--- src/rtl/core/hgd_pkg.sv ---
// ----------------------------------------------------------------------------
// hgd_pkg
// Shared widths, score constants, command and state codes and the result
// record of the hex-grid distance map.
// ----------------------------------------------------------------------------
package hgd_pkg;

   // default largest map side; the store holds its square
   localparam int MAX_SIDE_DEF = 128;

   // fixed field widths of the channels
   localparam int CMD_W   = 3;
   localparam int INDEX_W = 14;
   localparam int SCORE_W = 16;
   localparam int CSR_W   = 8;
   localparam int NBR_N   = 6;
   localparam int SLOT_W  = 3;

   // wide enough for any position and for the square of the largest side
   localparam int CMP_W = 17;

   // store fill value and the ceiling a live score can take
   localparam logic [SCORE_W-1:0] SCORE_KILL = 16'hFFFF;
   localparam logic [SCORE_W-1:0] SCORE_CAP  = 16'hFFFE;

   // neighbor gather slots: the cell itself, then NE, E, SE, SW, W, NW
   localparam logic [SLOT_W-1:0] SLOT_SELF = 3'd0;
   localparam logic [SLOT_W-1:0] SLOT_NE   = 3'd1;
   localparam logic [SLOT_W-1:0] SLOT_E    = 3'd2;
   localparam logic [SLOT_W-1:0] SLOT_SE   = 3'd3;
   localparam logic [SLOT_W-1:0] SLOT_SW   = 3'd4;
   localparam logic [SLOT_W-1:0] SLOT_W_   = 3'd5;
   localparam logic [SLOT_W-1:0] SLOT_NW   = 3'd6;
   localparam logic [SLOT_W-1:0] SLOT_LAST = 3'd7;

   typedef enum logic [CMD_W-1:0] {
      CMD_CLEAR = 3'd0,
      CMD_WRITE = 3'd1,
      CMD_READ  = 3'd2,
      CMD_QUERY = 3'd3,
      CMD_RELAX = 3'd4
   } cmd_type;

   typedef enum logic [2:0] {
      ST_IDLE,
      ST_CLEAR,
      ST_READ,
      ST_DIVIDE,
      ST_GATHER,
      ST_DELIVER
   } state_type;

   // one result record; nbr[0..5] is NE, E, SE, SW, W, NW
   typedef struct packed {
      logic [SCORE_W-1:0]            score_value;
      logic [NBR_N-1:0][SCORE_W-1:0] nbr;
      logic                          failed;
   } result_type;

endpackage

--- src/rtl/core/hgd_div.sv ---
// ----------------------------------------------------------------------------
// hgd_div
// Restoring divider, one quotient bit per cycle. Splits a cell position into
// row (quotient) and column (remainder) by the map side.
// ----------------------------------------------------------------------------
module hgd_div #(
   parameter int DIVIDEND_W = hgd_pkg::INDEX_W,
   parameter int DIVISOR_W  = $clog2(hgd_pkg::MAX_SIDE_DEF + 1)
) (
   input  logic                  clock,
   input  logic                  reset,
   input  logic                  start,
   input  logic [DIVIDEND_W-1:0] dividend,
   input  logic [DIVISOR_W-1:0]  divisor,
   output logic                  done,
   output logic [DIVIDEND_W-1:0] quotient,
   output logic [DIVISOR_W-1:0]  remainder
);

   localparam int CNT_W = $clog2(DIVIDEND_W + 1);

   logic                  busy_ff, busy_in;
   logic                  done_ff, done_in;
   logic [CNT_W-1:0]      cnt_ff, cnt_in;
   logic [DIVIDEND_W-1:0] quo_ff, quo_in;
   logic [DIVISOR_W-1:0]  rem_ff, rem_in;

   logic [DIVISOR_W:0]    trial;
   logic [DIVISOR_W:0]    diff;
   logic                  fits;

   // one restoring step: shift in the next dividend bit, try the subtract
   always_comb begin
      trial = {rem_ff, quo_ff[DIVIDEND_W-1]};
      diff  = trial - {1'b0, divisor};
      fits  = trial >= {1'b0, divisor};

      busy_in = busy_ff;
      done_in = 1'b0;
      cnt_in  = cnt_ff;
      quo_in  = quo_ff;
      rem_in  = rem_ff;
      if (start) begin
         busy_in = 1'b1;
         cnt_in  = CNT_W'(DIVIDEND_W);
         quo_in  = dividend;
         rem_in  = '0;
      end else if (busy_ff) begin
         quo_in = {quo_ff[DIVIDEND_W-2:0], fits};
         rem_in = fits ? DIVISOR_W'(diff) : DIVISOR_W'(trial);
         cnt_in = cnt_ff - CNT_W'(1);
         if (cnt_ff == CNT_W'(1)) begin
            busy_in = 1'b0;
            done_in = 1'b1;
         end
      end
   end

   always_ff @(posedge clock) begin
      if (reset) begin
         busy_ff <= 1'b0;
         done_ff <= 1'b0;
         cnt_ff  <= '0;
      end else begin
         busy_ff <= busy_in;
         done_ff <= done_in;
         cnt_ff  <= cnt_in;
      end
      quo_ff <= quo_in;
      rem_ff <= rem_in;
   end

   assign done      = done_ff;
   assign quotient  = quo_ff;
   assign remainder = rem_ff;

endmodule

--- config.mk ---
export PLATFORM = sky130hd
export DESIGN_NAME = hgd_div
export DESIGN_NICKNAME = d
export VERILOG_FILES = /design/src/rtl/core/hgd_pkg.sv /design/src/rtl/core/hgd_div.sv
export SDC_FILE = /design/constraint.sdc
export NUM_CORES = 1
export LEC_CHECK = 0
export BUFFER_PORTS_ARGS = -buffer_cell sky130_fd_sc_hd__buf_4
export CORE_AREA = 3 3 59 82
export DETAILED_ROUTE_END_ITERATION = 6
export DIE_AREA = 0 0 62 85
export GPL_TIMING_DRIVEN = 0
export SETUP_SLACK_MARGIN = 0.3
export SLEW_MARGIN = 40
export SYNTH_ARGS = -nofsm -noshare
export SYNTH_HDL_FRONTEND = slang
export SYNTH_SLANG_ARGS = --single-unit
--- constraint.sdc ---
create_clock -name clock -period 4.4 [get_ports clock]
set_input_delay 0.66 -clock clock [delete_from_list [all_inputs] [get_ports clock]]
set_output_delay 0.66 -clock clock [all_outputs]
set_load 0.005 [all_outputs]
* After elaboration in Yosys (flattened, before gate mapping)
Cells that the tools add are included.
** Operators by class
- Add/subtract/negate cells :: 2
- Multiply operators :: 0
- Divide/modulo/power cells :: 0
- Magnitude comparators :: 1
- Eq/ne operators :: 1
- Shifts and indexed selects :: 0
- Muxes and demuxes :: 9
- Bitwise logic cells :: 1
- Reduce and logical (&&, ||, !) cells :: 3
** Operators with widths (count)
- $mux 14 :: 2
- $ge 9x8->1 :: 1
- $mux 4 :: 2
- $mux 8 :: 1
- $sub 8x8->8 :: 1
- $eq 4x1->1 const B :: 1
- $mux 1 :: 4
- $sub 4x1->4 const B :: 1
- $reduce_or 3->1 :: 1
- $reduce_bool 2->1 :: 1
- $reduce_or 2->1 :: 1
- $not 1->1 :: 1
** Word-level totals
- Flip-flop bits (word level) :: 28
- Bits in latches :: 0
- Memory bits (writable) :: 0
- Memory bits (read-only) :: 0
- Bits of input ports :: 25
- Output and inout bits :: 23
- Logic and storage cells :: 23
- Memories kept :: 0

* Longest topological paths before layout
- Depth in word-level cells :: 4
- Mapped depth :: 8
- Depth with buffers taken out :: 8

* Worst setup path before layout
Ideal clock, no wire load.
- Path type :: input-to-reg
- From :: input divisor[6]
- To :: register quo_ff[0] (netlist: quotient[0]), data pin
- Setup time :: 260 ps
- Arrival time :: 1903 ps
- Data required time :: 4140 ps
- Setup slack :: 2237 ps
- Stages :: 7
- Buffers on the path :: 1
- Path through :: inv_1 > ha_1 > a21oi_2 > o221ai_2 > a21o_4 > buf_12 > mux2_2
** Between the ends
- Cells in the longest elaborated chain, start to end :: 3
** Ends and longest elaborated chain
- start: declaration :: line hgd_div.sv:14 : input logic [DIVISOR_W-1:0] divisor,
- $ge 9x8->1 :: line hgd_div.sv:36 : fits = trial >= {1'b0, divisor};
- $mux 14 :: line hgd_div.sv:48 : end else if (busy_ff) begin
- $mux 14 :: line hgd_div.sv:43 : if (start) begin
- net quo_in[0] :: line hgd_div.sv:25 : logic [DIVIDEND_W-1:0] quo_ff, quo_in;
- end signal: assignment :: line hgd_div.sv:69 : quo_ff <= quo_in;
- end: declaration :: line hgd_div.sv:25
The timed path passes the listed nets, and every way through them passes these cells. The select of a mux whose other input is x is not followed.
A chain may end at the register's enable or synchronous reset.

* Final worst setup path
Ends and elaborated chain as after synthesis.

==> qor.log <==
qor: power.seqPwrFrac 50.8%
qor: finish.fillers 425
qor: worst_hold_path.min_path_cells 2
qor: sta.setup_total_negative_slack 0 ns
qor: routing.route.antenna.remaining_nets 0
qor: grt.grt_pass1_wl 5980 microns
qor: floorplanning.die_area 5270 sq um
qor: synthesis.yosysSeqAreaShare 42.8%
qor: clock_network.clock_tree.buffer_depth 2
qor: clock_network.clk_pin_slew_worst_paths 0.09 ns
qor: setup_path.critical_path.slowest_cell sky130_fd_sc_hd__ha_1
qor: sta.finalClockSkew 0.00741 ns
qor: sta.max_freq 478 MHz
qor: sta.worstMarginPinSlew 0.529 ns
qor: routing.route.vias.total 1307
qor: clock_network.maximum_level_of_the_cts_h_tree 1
qor: power.switching_part_of_the_total_power 25.5%
qor: power.p_comb_share 23.8%
qor: floorplanning.placementRows 28
qor: grt.number_of_antenna_violations_at_the_first_check_in_global_routing 0
qor: synthesis.synth_enable_flop_cells 14
qor: power.intPower 459 uW
qor: grt.first_global_vias 1293
qor: sta.fin_crit 2.09 ns
qor: floorplanning.die_height 85 microns
qor: synthesis.post_synth_num_cell_types 39
qor: routing.routed_wirelength 3460 microns
qor: sta.hold_viol 0
qor: setup_path.critical_path.n_buffers_inverters 3
qor: synthesis.synthesis.instances 158
qor: setup_path.worstPathRequired 4.43 ns
qor: floorplanning.die_x 62 microns
qor: floorplanning.core_area 4240 sq um
qor: place.place.gp.congestion 0.673
qor: sta.timing.slew.headroom 64.7%
qor: setup_path.timing.setup.critical_path_class input port to flip-flop
qor: grt.grt_start_max_net_pins 16
qor: synthesis.post-synth-top-count-cell sky130_fd_sc_hd__nor2_1
qor: setup_path.critical_path_cell_count 8
qor: routing.via_per_inst 4.88
qor: setup_path.worst_setup_path_start_kind input port
qor: sta.final.period_utilization 47.6%
qor: setup_path.critPathTopFamily compound AO/OA/AOI/OAI gates
qor: clock_network.numClockSinks 28
qor: synthesis.top_cell_type_s_share_of_synthesized_area 25.7%
qor: routing.detail_route.wl_per_cell 12.9 microns
qor: grt.grt_overflow_total 0
qor: clock_network.holdBufCountCts 0
qor: synthesis.synth_area_leader_cell sky130_fd_sc_hd__edfxtp_1
qor: clock_network.ctsRootBufferMaster sky130_fd_sc_hd__clkbuf_8
qor: synthesis.netlist_area 1640 sq um
qor: finish.post_route_cells_drive_above_1_share 36.1%
qor: setup_path.setup.worst_path.end_class flip-flop
qor: setup_path.critPathArrivalTime 2.12 ns
qor: place.dp.final_hpwl 2890 microns
qor: power.leakagePower 0.000913 uW
qor: run.cap_violations 0
qor: power.clkPwrFrac 25.4%
qor: synthesis.ys_async_sr_fraction 0%
qor: grt.grt_use_total 14.8%
qor: setup_path.delay_of_the_slowest_cell_on_the_worst_path 0.39 ns
qor: floorplanning.initial_utilization 38.6%
qor: sta.final_number_of_setup_violating_endpoints 0
qor: synthesis.synth_commonest_cells 21 x sky130_fd_sc_hd__nor2_1, 14 x sky130_fd_sc_hd__dfxtp_1, 14 x sky130_fd_sc_hd__edfxtp_1, 14 x sky130_fd_sc_hd__mux2_2
qor: clock_network.tritoncts built
qor: power.switching_component_of_the_power 157 uW
qor: finish.area_growth 29.0%
qor: synthesis.synth.ff_latch_count 28
qor: floorplanning.io-pin-count 48
qor: synthesis.postSynth.topFlopCell sky130_fd_sc_hd__edfxtp_1
qor: worst_hold_path.hold_start remainder[3]
qor: clock_network.post_cts_resized 0
qor: power.power.total 616 uW
qor: synthesis.synth.area.top_cells sky130_fd_sc_hd__edfxtp_1 26%, sky130_fd_sc_hd__dfxtp_1 17%, sky130_fd_sc_hd__mux2_2 9.6%
qor: sta.unrepaired_setup_endpoints_after_global_routing false
qor: setup_path.timing.critical_path.cells buf_4, inv_1, ha_1, a21oi_2, o221ai_2, a21o_4, buf_12, mux2_2
qor: synthesis.postSynthAreaPerCell 10.4 sq um
qor: setup_path.critPathLaunch divisor[6]
qor: status.status complete, no violations
qor: place.port_buffer_count 46
qor: finish.antenna_cells 0
qor: power.power-per-cell-area 291 nW/um^2
qor: routing.detail_route.first_pass.iterations 4
qor: setup_path.worst-path-max-fanout 10
qor: routing.drc_errors 0
qor: clock_network.cts-buffers-inserted 3
qor: worst_hold_path.worst_hold_path_type flip-flop to flip-flop
qor: power.ir_drop 0.220 mV
qor: sta.finalMaxSlewViolations 0
qor: setup_path.timing.reg2reg.worst_path_depth 8
qor: synthesis.synth-warning-count 0
qor: routing.initialDrtViolationCount 60
qor: synthesis.mappedNetlistNets 194
qor: finish.design.final.nets 245
qor: clock_network.post-cts-setup-buffer-count 0
qor: clock_network.clk_latency 0.27 ns
qor: setup_path.r2r-start quotient[13]
state kept, by name, indices dropped and copies added, names as in the netlist:
register	flops
cnt_ff	4
quotient	14
remainder	8
done	1
busy_ff	1
worst reg2reg max path, delay by kind of cell, from the launching register on:
kind	cells	cell delay, ns
buffers and inverters	1	0.09
and+or+nand+nor	3	0.81
DFF	1	0.41
AOI/OAI and AO/OA	2	0.25
adders and majority gates	2	0.40
layer usage:
metal	vias to the layer above	wire, microns	GRT usage (%)
li1	648	-	-
met1	612	1330	17.6
met2	43	1830	25.3
met3	4	262	4.26
met4	0	40	3.47
met5	-	0	0
power groups by stage:
stage | combinational [uW] | clock [uW] | sequential [uW]
after floorplan | 87.0 | 0 | 317
after global placement | 145 | 0 | 318
after detailed placement | 149 | 0 | 319
after CTS | 149 | 161 | 313
after global routing | 165 | 170 | 316
final | 147 | 156 | 313
cell usage in the layout (no fill, tap or decap), types with 2 or more instances in the layout:
cell / n
sky130_fd_sc_hd__inv_1: 13
sky130_fd_sc_hd__nor2_1: 21
sky130_fd_sc_hd__xor2_1: 3
sky130_fd_sc_hd__a21oi_1: 6
sky130_fd_sc_hd__xnor2_1: 5
sky130_fd_sc_hd__clkbuf_1: 2
sky130_fd_sc_hd__nand2b_1: 3
sky130_fd_sc_hd__edfxtp_1: 14
sky130_fd_sc_hd__a211oi_1: 2
sky130_fd_sc_hd__o21ai_0: 4
sky130_fd_sc_hd__mux2i_1: 4
sky130_fd_sc_hd__clkbuf_8: 4
sky130_fd_sc_hd__buf_4: 46
sky130_fd_sc_hd__nand2_1: 13
sky130_fd_sc_hd__dfxtp_1: 14
sky130_fd_sc_hd__nor3_1: 2
sky130_fd_sc_hd__nor2b_1: 4
sky130_fd_sc_hd__a211oi_2: 2
sky130_fd_sc_hd__a21oi_2: 2
sky130_fd_sc_hd__ha_1: 10
sky130_fd_sc_hd__mux2_2: 14
metrics by stage:
step / hold slack, ns / utilization (%) / std cells / setup WS (ns) / area, sq um
after floorplan: 0.484 / - / 158 / 2.24 / 1640
after global placement: 0.493 / 48.6 / 264 / 2.04 / 2060
after detailed placement: 0.501 / 48.6 / 264 / 2.02 / 2060
after CTS: 0.514 / 49.9 / 268 / 2.31 / 2110
after global routing: 0.562 / 49.9 / 268 / 2.18 / 2110
final: 0.507 / 49.9 / 268 / 2.31 / 2110
path summary, 6_finish.rpt:
kind / end / slack (ns)
setup reg to reg: remainder[6] / 2.39
hold reg to reg: remainder[3] / 0.51
setup / recovery: quotient[0] / 2.31
hold / removal: remainder[3] / 0.51
cell families after synthesis:
group | Yosys count | synth area share (%)
AO/OA/AOI/OAI | 25 | 11.9
XOR/XNOR | 8 | 4.28
adder cells (fa/ha/maj) | 11 | 8.86
buffers and inverters | 18 | 5.19
flip-flops | 28 | 42.8
multiplexers | 19 | 13.0
AND/OR/NAND/NOR | 49 | 14.0
area by class of cell:
| cell class | instances | area [sq um] | share of cell area, % |
|---|---|---|---|
| inverters | 13 | 48.8 | 2.31 |
| multi-input cells | 112 | 852 | 40.3 |
| plain buffers | 5 | 36.3 | 1.72 |
| well taps | 60 | 75.1 | 3.55 |
| clock buffers | 4 | 55.1 | 2.61 |
| flip-flops and latches | 28 | 701 | 33.2 |
| repair buffers | 46 | 345 | 16.3 |
Note: power is estimated with default switching activity, not from simulation.
