[config.mk]
export PLATFORM = sky130hd
export DESIGN_NAME = hgd_engine
export DESIGN_NICKNAME = d
export VERILOG_FILES = /design/src/rtl/core/hgd_pkg.sv /design/src/rtl/core/hgd_engine.sv
export SDC_FILE = /design/constraint.sdc
export NUM_CORES = 1
export LEC_CHECK = 0
export ABC_CLOCK_PERIOD_IN_PS = 23000
export BUFFER_PORTS_ARGS = -buffer_cell sky130_fd_sc_hd__buf_2
export CAP_MARGIN = 20
export CORE_UTILIZATION = 59
export CTS_CLUSTER_SIZE = 14
export DETAILED_ROUTE_END_ITERATION = 7
export PLACE_DENSITY = 0.91
export REMOVE_ABC_BUFFERS = 1
export SLEW_MARGIN = 5
export SYNTH_ARGS = -nofsm -noshare
export SYNTH_HDL_FRONTEND = slang
export SYNTH_SLANG_ARGS = --single-unit
export TNS_END_PERCENT = 100
[constraint.sdc]
create_clock -name clock -period 23 [get_ports clock]
set_input_delay 5.75 -clock clock [delete_from_list [all_inputs] [get_ports clock]]
set_output_delay 5.75 -clock clock [all_outputs]
set_load 0.05 [all_outputs]
[src/rtl/core/hgd_pkg.sv]
// ----------------------------------------------------------------------------
// hgd_pkg
// Shared widths, score constants, command and state codes and the result
// record of the hex-grid distance map.
// ----------------------------------------------------------------------------
package hgd_pkg;

   // default largest map side; the store holds its square
   localparam int MAX_SIDE_DEF = 128;

   // fixed field widths of the channels
   localparam int CMD_W   = 3;
   localparam int INDEX_W = 14;
   localparam int SCORE_W = 16;
   localparam int CSR_W   = 8;
   localparam int NBR_N   = 6;
   localparam int SLOT_W  = 3;

   // wide enough for any position and for the square of the largest side
   localparam int CMP_W = 17;

   // store fill value and the ceiling a live score can take
   localparam logic [SCORE_W-1:0] SCORE_KILL = 16'hFFFF;
   localparam logic [SCORE_W-1:0] SCORE_CAP  = 16'hFFFE;

   // neighbor gather slots: the cell itself, then NE, E, SE, SW, W, NW
   localparam logic [SLOT_W-1:0] SLOT_SELF = 3'd0;
   localparam logic [SLOT_W-1:0] SLOT_NE   = 3'd1;
   localparam logic [SLOT_W-1:0] SLOT_E    = 3'd2;
   localparam logic [SLOT_W-1:0] SLOT_SE   = 3'd3;
   localparam logic [SLOT_W-1:0] SLOT_SW   = 3'd4;
   localparam logic [SLOT_W-1:0] SLOT_W_   = 3'd5;
   localparam logic [SLOT_W-1:0] SLOT_NW   = 3'd6;
   localparam logic [SLOT_W-1:0] SLOT_LAST = 3'd7;

   typedef enum logic [CMD_W-1:0] {
      CMD_CLEAR = 3'd0,
      CMD_WRITE = 3'd1,
      CMD_READ  = 3'd2,
      CMD_QUERY = 3'd3,
      CMD_RELAX = 3'd4
   } cmd_type;

   typedef enum logic [2:0] {
      ST_IDLE,
      ST_CLEAR,
      ST_READ,
      ST_DIVIDE,
      ST_GATHER,
      ST_DELIVER
   } state_type;

   // one result record; nbr[0..5] is NE, E, SE, SW, W, NW
   typedef struct packed {
      logic [SCORE_W-1:0]            score_value;
      logic [NBR_N-1:0][SCORE_W-1:0] nbr;
      logic                          failed;
   } result_type;

endpackage

[src/rtl/core/hgd_engine.sv]
// ----------------------------------------------------------------------------
// hgd_engine
// Command sequencer: clear sweep, single-cell access, neighbor gather and the
// relax passes on the score memory; relax is a read-modify-write.
// ----------------------------------------------------------------------------
module hgd_engine #(
   parameter int MAX_SIDE = hgd_pkg::MAX_SIDE_DEF
) (
   input  logic                                     clock,
   input  logic                                     reset,
   // request channel
   input  logic                                     req_valid,
   output logic                                     req_stall,
   input  logic [hgd_pkg::CMD_W-1:0]                req_command,
   input  logic [hgd_pkg::INDEX_W-1:0]              req_cell_index,
   input  logic [hgd_pkg::SCORE_W-1:0]              req_new_score,
   // map geometry
   input  logic [$clog2(MAX_SIDE+1)-1:0]            side,
   input  logic [$clog2(MAX_SIDE*MAX_SIDE+1)-1:0]   side_sq,
   // score memory
   output logic                                     ram_wr_en,
   output logic [$clog2(MAX_SIDE*MAX_SIDE)-1:0]     ram_wr_addr,
   output logic [hgd_pkg::SCORE_W-1:0]              ram_wr_data,
   output logic [$clog2(MAX_SIDE*MAX_SIDE)-1:0]     ram_rd_addr,
   input  logic [hgd_pkg::SCORE_W-1:0]              ram_rd_data,
   // row / column divider
   output logic                                     div_start,
   input  logic                                     div_done,
   input  logic [hgd_pkg::INDEX_W-1:0]              div_quotient,
   input  logic [$clog2(MAX_SIDE+1)-1:0]            div_remainder,
   // finished result
   output logic                                     res_valid,
   input  logic                                     res_take,
   output hgd_pkg::result_type                      res
);

   localparam int DEPTH  = MAX_SIDE * MAX_SIDE;
   localparam int ADDR_W = $clog2(DEPTH);
   localparam int SIDE_W = $clog2(MAX_SIDE + 1);
   localparam int SQ_W   = $clog2(DEPTH + 1);
   localparam int RC_W   = $clog2(MAX_SIDE);
   localparam int CW     = SIDE_W + 1;
   localparam int AW1    = ADDR_W + 1;
   localparam int SW     = hgd_pkg::SCORE_W;

   hgd_pkg::state_type         state_ff, state_in;
   logic                       ready_ff, ready_in;
   logic [ADDR_W-1:0]          clr_addr_ff, clr_addr_in;
   logic [ADDR_W-1:0]          pos_ff, pos_in;
   logic [RC_W-1:0]            row_ff, row_in;
   logic [RC_W-1:0]            col_ff, col_in;
   logic [hgd_pkg::SLOT_W-1:0] slot_ff, slot_in;
   logic                       relax_ff, relax_in;
   logic [SW-1:0]              pass_ff, pass_in;
   logic                       changed_ff, changed_in;
   logic [SW-1:0]              self_ff, self_in;
   logic [SW-1:0]              nb_ff [hgd_pkg::NBR_N];
   logic [SW-1:0]              nb_in [hgd_pkg::NBR_N];
   hgd_pkg::result_type        res_ff, res_in;

   // geometry of the current cell
   logic                       ind, north, south, east, west, deast, dwest;
   logic [AW1-1:0]             posw, sidew, indw, slot_addw;
   logic [7:0]                 off_vec;
   logic [hgd_pkg::SLOT_W-1:0] recv_slot;
   logic [hgd_pkg::SLOT_W-1:0] nb_idx;
   logic [SW-1:0]              recv_val;

   // relax update
   logic [SW-1:0]              m01, m23, m45, m0123, lo6, lo;
   logic [SW:0]                lo_inc;
   logic                       upd, eligible;

   // request decode
   logic [ADDR_W-1:0]          req_pos;
   logic                       on_map, cmd_known;
   logic                       cell_done, cell_chg, chg_any, last_cell;

   assign req_pos   = ADDR_W'(req_cell_index);
   assign on_map    = hgd_pkg::CMP_W'(req_cell_index) < hgd_pkg::CMP_W'(side_sq);
   assign cmd_known = req_command <= hgd_pkg::CMD_RELAX;

   // neighbor existence and addresses; odd rows sit half a cell east
   always_comb begin
      ind   = row_ff[0];
      north = row_ff != '0;
      south = (CW'(row_ff) + CW'(1)) < CW'(side);
      east  = (CW'(col_ff) + CW'(1)) < CW'(side);
      west  = col_ff != '0;
      deast = !ind || east;
      dwest = ind || west;

      posw  = AW1'(pos_ff);
      sidew = AW1'(side);
      indw  = AW1'(ind);

      off_vec                     = '0;
      off_vec[hgd_pkg::SLOT_NE]   = !(north && deast);
      off_vec[hgd_pkg::SLOT_E]    = !east;
      off_vec[hgd_pkg::SLOT_SE]   = !(south && deast);
      off_vec[hgd_pkg::SLOT_SW]   = !(south && dwest);
      off_vec[hgd_pkg::SLOT_W_]   = !west;
      off_vec[hgd_pkg::SLOT_NW]   = !(north && dwest);

      unique case (slot_ff)
         hgd_pkg::SLOT_NE: slot_addw = posw - sidew + indw;
         hgd_pkg::SLOT_E:  slot_addw = posw + AW1'(1);
         hgd_pkg::SLOT_SE: slot_addw = posw + sidew + indw;
         hgd_pkg::SLOT_SW: slot_addw = posw + sidew + indw - AW1'(1);
         hgd_pkg::SLOT_W_: slot_addw = posw - AW1'(1);
         hgd_pkg::SLOT_NW: slot_addw = posw - sidew + indw - AW1'(1);
         default:          slot_addw = posw;
      endcase

      // data arriving now was addressed one slot earlier
      recv_slot = slot_ff - hgd_pkg::SLOT_W'(1);
      nb_idx    = slot_ff - hgd_pkg::SLOT_E;
      if (off_vec[recv_slot]) begin
         recv_val = relax_ff ? hgd_pkg::SCORE_CAP : hgd_pkg::SCORE_KILL;
      end else begin
         recv_val = ram_rd_data;
      end
   end

   // lowest neighbor over the five held scores and the one arriving now
   always_comb begin
      m01    = (nb_ff[0] < nb_ff[1]) ? nb_ff[0] : nb_ff[1];
      m23    = (nb_ff[2] < nb_ff[3]) ? nb_ff[2] : nb_ff[3];
      m45    = (nb_ff[4] < recv_val) ? nb_ff[4] : recv_val;
      m0123  = (m01 < m23) ? m01 : m23;
      lo6    = (m0123 < m45) ? m0123 : m45;
      lo     = (lo6 < hgd_pkg::SCORE_CAP) ? lo6 : hgd_pkg::SCORE_CAP;
      lo_inc = {1'b0, lo} + (SW+1)'(1);
      upd    = {1'b0, self_ff} > lo_inc;
      eligible = (ram_rd_data <= hgd_pkg::SCORE_CAP) && (ram_rd_data > pass_ff);
   end

   // next state and outputs
   always_comb begin
      state_in    = state_ff;
      ready_in    = ready_ff;
      clr_addr_in = clr_addr_ff;
      pos_in      = pos_ff;
      row_in      = row_ff;
      col_in      = col_ff;
      slot_in     = slot_ff;
      relax_in    = relax_ff;
      pass_in     = pass_ff;
      changed_in  = changed_ff;
      self_in     = self_ff;
      nb_in       = nb_ff;
      res_in      = res_ff;

      req_stall   = state_ff != hgd_pkg::ST_IDLE;
      ram_wr_en   = 1'b0;
      ram_wr_addr = pos_ff;
      ram_wr_data = req_new_score;
      ram_rd_addr = ADDR_W'(slot_addw);
      div_start   = 1'b0;
      res_valid   = 1'b0;
      cell_done   = 1'b0;
      cell_chg    = 1'b0;

      unique case (state_ff)
         hgd_pkg::ST_IDLE: begin
            ram_rd_addr = req_pos;
            if (req_valid) begin
               res_in   = '0;
               state_in = hgd_pkg::ST_DELIVER;
               priority if (req_command == hgd_pkg::CMD_CLEAR) begin
                  state_in    = hgd_pkg::ST_CLEAR;
                  clr_addr_in = '0;
               end else if (!cmd_known || !ready_ff) begin
                  res_in.failed = 1'b1;
               end else if (req_command == hgd_pkg::CMD_RELAX) begin
                  // an empty map finishes at once
                  if (side_sq != '0) begin
                     state_in   = hgd_pkg::ST_GATHER;
                     relax_in   = 1'b1;
                     pos_in     = '0;
                     row_in     = '0;
                     col_in     = '0;
                     slot_in    = hgd_pkg::SLOT_SELF;
                     pass_in    = '0;
                     changed_in = 1'b0;
                  end
               end else if (!on_map) begin
                  res_in.failed = 1'b1;
               end else begin
                  unique case (req_command)
                     hgd_pkg::CMD_WRITE: begin
                        ram_wr_en   = 1'b1;
                        ram_wr_addr = req_pos;
                     end
                     hgd_pkg::CMD_READ: begin
                        state_in = hgd_pkg::ST_READ;
                     end
                     default: begin
                        div_start = 1'b1;
                        state_in  = hgd_pkg::ST_DIVIDE;
                        pos_in    = req_pos;
                        relax_in  = 1'b0;
                     end
                  endcase
               end
            end
         end

         hgd_pkg::ST_CLEAR: begin
            // sweep the whole store with the fill value
            ram_wr_en   = 1'b1;
            ram_wr_addr = clr_addr_ff;
            ram_wr_data = hgd_pkg::SCORE_KILL;
            clr_addr_in = clr_addr_ff + ADDR_W'(1);
            if (clr_addr_ff == ADDR_W'(DEPTH - 1)) begin
               ready_in = 1'b1;
               state_in = hgd_pkg::ST_DELIVER;
            end
         end

         hgd_pkg::ST_READ: begin
            res_in.score_value = ram_rd_data;
            state_in           = hgd_pkg::ST_DELIVER;
         end

         hgd_pkg::ST_DIVIDE: begin
            if (div_done) begin
               row_in   = RC_W'(div_quotient);
               col_in   = RC_W'(div_remainder);
               slot_in  = hgd_pkg::SLOT_SELF;
               state_in = hgd_pkg::ST_GATHER;
            end
         end

         hgd_pkg::ST_GATHER: begin
            slot_in = slot_ff + hgd_pkg::SLOT_W'(1);
            if (slot_ff == hgd_pkg::SLOT_NE) begin
               // own score arrives; skip cells that cannot improve
               self_in = ram_rd_data;
               if (relax_ff && !eligible) begin
                  cell_done = 1'b1;
               end
            end else if (slot_ff == hgd_pkg::SLOT_LAST) begin
               if (relax_ff) begin
                  cell_done = 1'b1;
                  cell_chg  = upd;
                  if (upd) begin
                     ram_wr_en   = 1'b1;
                     ram_wr_data = SW'(lo_inc);
                  end
               end else begin
                  for (int i = 0; i < hgd_pkg::NBR_N - 1; i++) begin
                     res_in.nbr[i] = nb_ff[i];
                  end
                  res_in.nbr[hgd_pkg::NBR_N-1] = recv_val;
                  state_in = hgd_pkg::ST_DELIVER;
               end
            end else if (slot_ff != hgd_pkg::SLOT_SELF) begin
               nb_in[nb_idx] = recv_val;
            end
         end

         hgd_pkg::ST_DELIVER: begin
            res_valid = 1'b1;
            if (res_take) begin
               state_in = hgd_pkg::ST_IDLE;
            end
         end

         default: begin
            state_in = hgd_pkg::ST_IDLE;
         end
      endcase

      // advance the relax scan to the next cell, or close the pass
      chg_any   = changed_ff || cell_chg;
      last_cell = SQ_W'(pos_ff) == (side_sq - SQ_W'(1));
      if (cell_done) begin
         slot_in = hgd_pkg::SLOT_SELF;
         if (last_cell) begin
            pos_in     = '0;
            row_in     = '0;
            col_in     = '0;
            changed_in = 1'b0;
            if (chg_any) begin
               pass_in = pass_ff + SW'(1);
            end else begin
               state_in = hgd_pkg::ST_DELIVER;
            end
         end else begin
            pos_in     = pos_ff + ADDR_W'(1);
            changed_in = chg_any;
            if (!east) begin
               col_in = '0;
               row_in = row_ff + RC_W'(1);
            end else begin
               col_in = col_ff + RC_W'(1);
            end
         end
      end
   end

   always_ff @(posedge clock) begin
      if (reset) begin
         state_ff <= hgd_pkg::ST_IDLE;
         ready_ff <= 1'b0;
      end else begin
         state_ff <= state_in;
         ready_ff <= ready_in;
      end
      clr_addr_ff <= clr_addr_in;
      pos_ff      <= pos_in;
      row_ff      <= row_in;
      col_ff      <= col_in;
      slot_ff     <= slot_in;
      relax_ff    <= relax_in;
      pass_ff     <= pass_in;
      changed_ff  <= changed_in;
      self_ff     <= self_in;
      nb_ff       <= nb_in;
      res_ff      <= res_in;
   end

   assign res = res_ff;

endmodule

# == After elaboration in Yosys (flattened, before gate mapping) ==
# Index checks and enable logic that the tools add are counted.
# op_classes
muxes,143
n_addsub,20
eq_ne,39
order_cmp,16
reduce_logical,52
bitwise,5
# ops
op,count
$mux W16,21
$mux W96,3
$mux W14,19
$pmux W96 S2,1
$mux W7,18
$mux W113,1
$bwmux W96,1
$pmux W14 S6,1
$lt A16 B16 Y1,5
$pmux W16 S2,2
$mux W3,20
$pmux W14 S2,2
$demux W16 S3,1
$mux W1,46
$add A14 B1 Y14 const B,3
$sub A14 B1 Y14 const B,3
$add A14 B1 Y14,2
$pmux W7 S2,2
$reduce_and A7 Y1,4
$ne A2 B2 Y1 const B,12
$eq A3 B3 Y1 const B,7
$ne A3 B3 Y1 const B,6
$pmux W3 S6,1
$add A16 B1 Y17 const B,1
46 further kinds,93
# totals
register_bits,292
wordCells,300
out_inout_bits,161

# == Depth between registers and ports, before layout ==
# depth
word_depth,24
ltp_mapped,57
mapped_depth_nobuf,53

# == Least setup slack after synthesis ==
# Ideal clock, no wire load.
# synth_path
path_kind,in2out
start,in side[4]
end,out ram_wr_data[11] (netlist name)
arrival_ns,16.438
setup_slack_ns,0.812
required_time_ns,17.250
stages,50
n_path_buf,8
cell_sequence,inv_1 ha_1 nor3_1 o21bai_1 a2111oi_0 o31a_1 nor2_1 clkbuf_1 buf_1 nor2_1 ha_1 a21o_1 a2111oi_0 o41ai_1 or3b_1 a41oi_2 o22ai_1 clkbuf_1 [14 not listed] ha_1 a21bo_2 nor4b_1 mux2i_2 nor2_1 nand3_1 xnor2_1 mux2i_1 ha_1 and3_1 nand3_1 nor3_1 a41oi_1 o211ai_1 or2_1 buf_2 buf_2 o21ai_0
# synth_between
elab_chain_len,20
# synth_rtl
item,line,rtl
from (decl),hgd_engine.sv:18,"input logic [$clog2(MAX_SIDE+1)-1:0] side,"
$lt A8 B8 Y1,hgd_engine.sv:88,east = (CW'(col_ff) + CW'(1)) < CW'(side);
$logic_or A1 B1 Y1,hgd_engine.sv:90,deast = !ind || east;
"$logic_and A1 B1 Y1, on equally long branches","hgd_engine.sv:98, hgd_engine.sv:100",
"$logic_not A1 Y1, on equally long branches","hgd_engine.sv:98, hgd_engine.sv:100",
$bmux W1 S3 *,hgd_engine.sv:118,if (off_vec[recv_slot]) begin
$mux W1 (not written as such) *,hgd_engine.sv:118,
$mux W16 *,hgd_engine.sv:118,
$lt A16 B16 Y1,hgd_engine.sv:129,m45 = (nb_ff[4] < recv_val) ? nb_ff[4] : recv_val;
[4 not listed],--,
$mux W16 *,hgd_engine.sv:132,lo = (lo6 < hgd_pkg::SCORE_CAP) ? lo6 : hgd_pkg::SCORE_CAP;
$add A16 B1 Y17 *,hgd_engine.sv:133,"lo_inc = {1'b0, lo} + (SW+1)'(1);"
$gt A16 B17 Y1,hgd_engine.sv:134,"upd = {1'b0, self_ff} > lo_inc;"
$mux W16 *,hgd_engine.sv:247,if (upd) begin
$mux W16 *,hgd_engine.sv:244,if (relax_ff) begin
$mux W16 *,hgd_engine.sv:243,end else if (slot_ff == hgd_pkg::SLOT_LAST) begin
$mux W16 *,hgd_engine.sv:237,if (slot_ff == hgd_pkg::SLOT_NE) begin
$pmux W16 S2 *,hgd_engine.sv:164,unique case (state_ff)
to (decl),hgd_engine.sv:23,"output logic [hgd_pkg::SCORE_W-1:0] ram_wr_data,"
# Every way passes the cells marked *; elsewhere a longest branch is shown, timed or not. The select of a mux whose other input is x is not followed.

# == Worst setup path after layout ==
# layout_path
start,in side[3]
end,out ram_wr_data[14] (netlist name)
# The elaborated chain is that of the path after synthesis.

==> metrics <==
outcome=finished clean; Ys Warns=0; crit path kind=in2out; Clock power frac=between 20% and 30%; CP Data Arrival Time=about 17 ns; max frequency=44.68 MHz; Die ar.=0.03363 mm^2; first-pass GRT wire length=91.78 mm; Async SR Flop Fraction=0%; I/O pins=260; Clock transition at path regs=0.06 ns; Worst-Skew Late Latency=roughly 0.57 ns; CTS Buf Count=30; register-to-register path setup slack=between 10 and 15 ns; Min Hold Slack=0.4896 ns; cell taking the most area after synthesis=edfxtp_1; Post-route DRC=0; P_int=1.336 mW; core area=~0.032 mm^2; clock root buffer=clkbuf_16; post-route insts no fill=between 2k and 3k; placed inst area=0.02127 mm^2; HP Class=reg2reg; count of mapped cells out of synthesis=slightly above 2k; max-cap violations=0; clock skew=0.01504 ns; crit-path max FO=31; worst slack, placed=0.2001 ns; worst r2r dst=pass_ff[3]$_DFF_P_; vias in the first global route=around 17k; final worst-path cycle share=97.32%; Logic pwr share=51.1%; Post-synth EDFFs=~250; Power Density=roughly 110 mW/mm^2; die width=183.4 um; post-synthesis adder-cell area fraction=12.10%; DRT antenna net count=0; fill cell count=about 2.4k; hold-critical path depth=1; Post-CTS Hold Buffers=0; post-route cell area=0.02245 mm^2; Synth area leaders=edfxtp_1 (38%), ha_1 (12%), nor2_1 (3.8%); H-tree levels=1; Final WS setup=0.6163 ns; initial drt markers=1983; Synth Area in Simple Gates=17.31%; critical path startpoint=side[3]; Avg Cell Area, Syn=roughly 9.5 um^2; Yosys top cell area share=38.05%; post-synthesis sequential area ratio=41.15%; # clock sinks=276; Net count, final=approximately 2.6k; leakage=9.589 nW; # rows=66; DP HPWL=45.10 mm; Critical Path Sink=ram_wr_data[14]; Tmin final=22.38 ns; Worst VDD drop=0.0001129 V; XOR/XNOR Fraction of Synth Area=4.512%; proportion of layout cells with a drive suffix above 1=16.98%; via count=17.54k; Net Sw Frac=44.18%; global route overflow=0; final hold viol count=0; Setup Total Neg Slack=0 ns; sequential share of power=27.2%; initial antenna violation count=4; die height=183.4 um; Final Setup Violations=0; Routed WL=59.86 mm; TritonCTS clock tree=yes; CTS Buffer Depth=3; RSZ-0062 raised after global routing=false; port bufs=between 200 and 300; Worst path most repeated cell=ha_1; Worst setup SP type=input port; distinct cell type count after synthesis=87; largest stage delay on the critical path=around 0.42 ns; placed cell count=2699; Syn-to-layout area delta=15.67%; Reg2Reg Launch Point=slot_ff[0]$_SDFFE_PP0P_; Yosys reg bits=approximately 280; wire per inst=roughly 22 um; Finished Core Util=between 60% and 70%; Least-Margin Pin Slew=between 1 and 1.5 ns; average vias per placed instance=roughly 6.4; slowest CP cell=or3b_1; Post-Syn Area=0.01941 mm^2; share of synthesized area spent on multiplexers=2.991%; Compound-Gate Fraction of Synth Area=17.32%; R2R depth=46; kind of end point of the critical path=primary output; drt first pass iters=7; Switching Power=1.057 mW; Initial Utilization=59.82%; ys flop type=edfxtp_1; Slew Limit Fails=0; Rel. slew slack=32.71%; global placement routability congestion=~1.0; largest family of logic cells by synthesized area=compound AO/OA/AOI/OAI gates; CP required=17.25 ns; Total Routing Usage GR=35.17%; total power=2.393 mW; largest net degree at the start of global routing=55
-- area by class of cell --
cell class | count | area, um^2 | share of cell area (%)
multi-input combinational | 1544 | 10680 | 47.58
clock inverter | 22 | 302.8 | 1.348
clock buffer | 33 | 762.0 | 3.394
inverter | 150 | 563.0 | 2.508
timing repair buffer | 290 | 1593 | 7.094
antenna | 4 | 10.01 | 0.04458
tap | 442 | 553.0 | 2.463
sequential | 276 | 7988 | 35.57
-- what timing repair did --
action                     CTS  global route
setup endpoints to repair    0            17
setup buffers                0             2
gates resized for setup      0            19
-- power groups by stage --
| stage | Combinational (mW) | Clock, mW | Sequential (mW) |
|---|---|---|---|
| floorplan | 0.707 | 0 | 0.721 |
| global placement | 1.10 | 0 | 0.659 |
| detailed placement | 1.13 | 0 | 0.660 |
| CTS | 1.15 | 0.522 | 0.650 |
| global route | 1.31 | 0.542 | 0.655 |
| finish | 1.22 | 0.520 | 0.651 |
-- critical path: cells and delay by family --
family,cells,cell delay (ns)
AOI/OAI and AO/OA,22,4.53
and+or+nand+nor,11,2.50
adders and majority gates,5,1.40
buffers and inverters,7,1.29
muxes,3,0.94
xor gates and xnor gates,1,0.16
-- synthesized netlist by cell type, types with 4 or more instances --
cell	count
a2111oi_0	5
a211o_1	4
a211oi_1	9
a21o_1	42
a21oi_1	129
a221o_1	4
a221oi_1	12
a22o_1	26
a22oi_1	13
a31oi_1	12
a41oi_1	4
and2_1	80
and3_1	25
and4_1	4
buf_1	5
buf_2	9
clkbuf_1	64
dfxtp_1	30
edfxtp_1	246
ha_1	183
inv_1	147
mux2_2	5
mux2i_1	51
nand2_1	173
nand2b_1	21
nand3_1	56
nand4_1	24
nor2_1	194
nor2b_1	16
nor3_1	37
nor3b_1	5
nor4_1	16
o211ai_1	22
o21a_1	25
o21ai_0	108
o21ai_1	10
o21bai_1	13
o221ai_1	8
o22ai_1	6
o31ai_1	17
or2_2	9
or3_1	11
xnor2_1	64
xor2_1	36
-- registers in the layout (all words and copies together) (netlist names) --
name	cells
pass_ff	16
ready_ff	1
clr_addr_ff	14
changed_ff	1
slot_ff	3
col_ff	7
nb_ff	80
state_ff	3
res	113
relax_ff	1
self_ff	16
pos_ff	14
row_ff	7
-- worst min path at each step --
stage / startpoint / endpoint
final: pass_ff[13]$_DFF_P_ / pass_ff[13]$_DFF_P_
after global routing: pass_ff[13]$_DFF_P_ / pass_ff[13]$_DFF_P_
after CTS: pass_ff[13]$_DFF_P_ / pass_ff[13]$_DFF_P_
after detailed placement: pass_ff[13]$_DFF_P_ / pass_ff[13]$_DFF_P_
after global placement: pass_ff[13]$_DFF_P_ / pass_ff[13]$_DFF_P_
after floorplan: pass_ff[13]$_DFF_P_ / pass_ff[13]$_DFF_P_
-- logic make-up after synthesis --
group | after synthesis
muxes | 57
AOI/OAI and AO/OA | 509
buffers and inverters | 231
DFF | 276
xor gates and xnor gates | 100
and+or+nand+nor | 691
adders and majority gates | 186
-- cells in the final DEF, fill, tap and decap left out, types with 11 or more instances in the layout --
master | Yosys | layout
nand4_1 | 24 | 24
or3_1 | 11 | 11
a22oi_1 | 13 | 13
a31oi_1 | 12 | 12
o21a_1 | 25 | 25
xor2_1 | 36 | 36
a221oi_1 | 12 | 11
inv_1 | 147 | 147
a21o_1 | 42 | 42
nand3_1 | 56 | 56
edfxtp_1 | 246 | 246
a22o_1 | 26 | 26
buf_4 | 1 | 35
ha_1 | 183 | 183
mux2i_1 | 51 | 50
nor4_1 | 16 | 14
and3_1 | 25 | 25
dfxtp_1 | 30 | 30
nor2b_1 | 16 | 16
o21ai_0 | 108 | 105
xnor2_1 | 64 | 64
a21oi_1 | 129 | 127
and2_1 | 80 | 80
o31ai_1 | 17 | 17
nor3_1 | 37 | 34
clkbuf_16 | 0 | 30
nand2b_1 | 21 | 21
o21bai_1 | 13 | 13
o21ai_1 | 10 | 12
nand2_1 | 173 | 172
o211ai_1 | 22 | 22
nor2_1 | 194 | 189
buf_2 | 9 | 250
-- layer usage --
metal | wire length (um) | track usage [%] | part of all wire (%) | vias to the layer above
met2 | 28760 | 60.62 | 48 | 1077
met3 | 5303 | 6.910 | 8.9 | 277
li1 | - | - | - | 7968
met5 | 23 | 0 | 0.038 | -
met4 | 4063 | 21.33 | 6.8 | 4
met1 | 21700 | 40.31 | 36 | 8209
(Power assumes the default switching activity.)
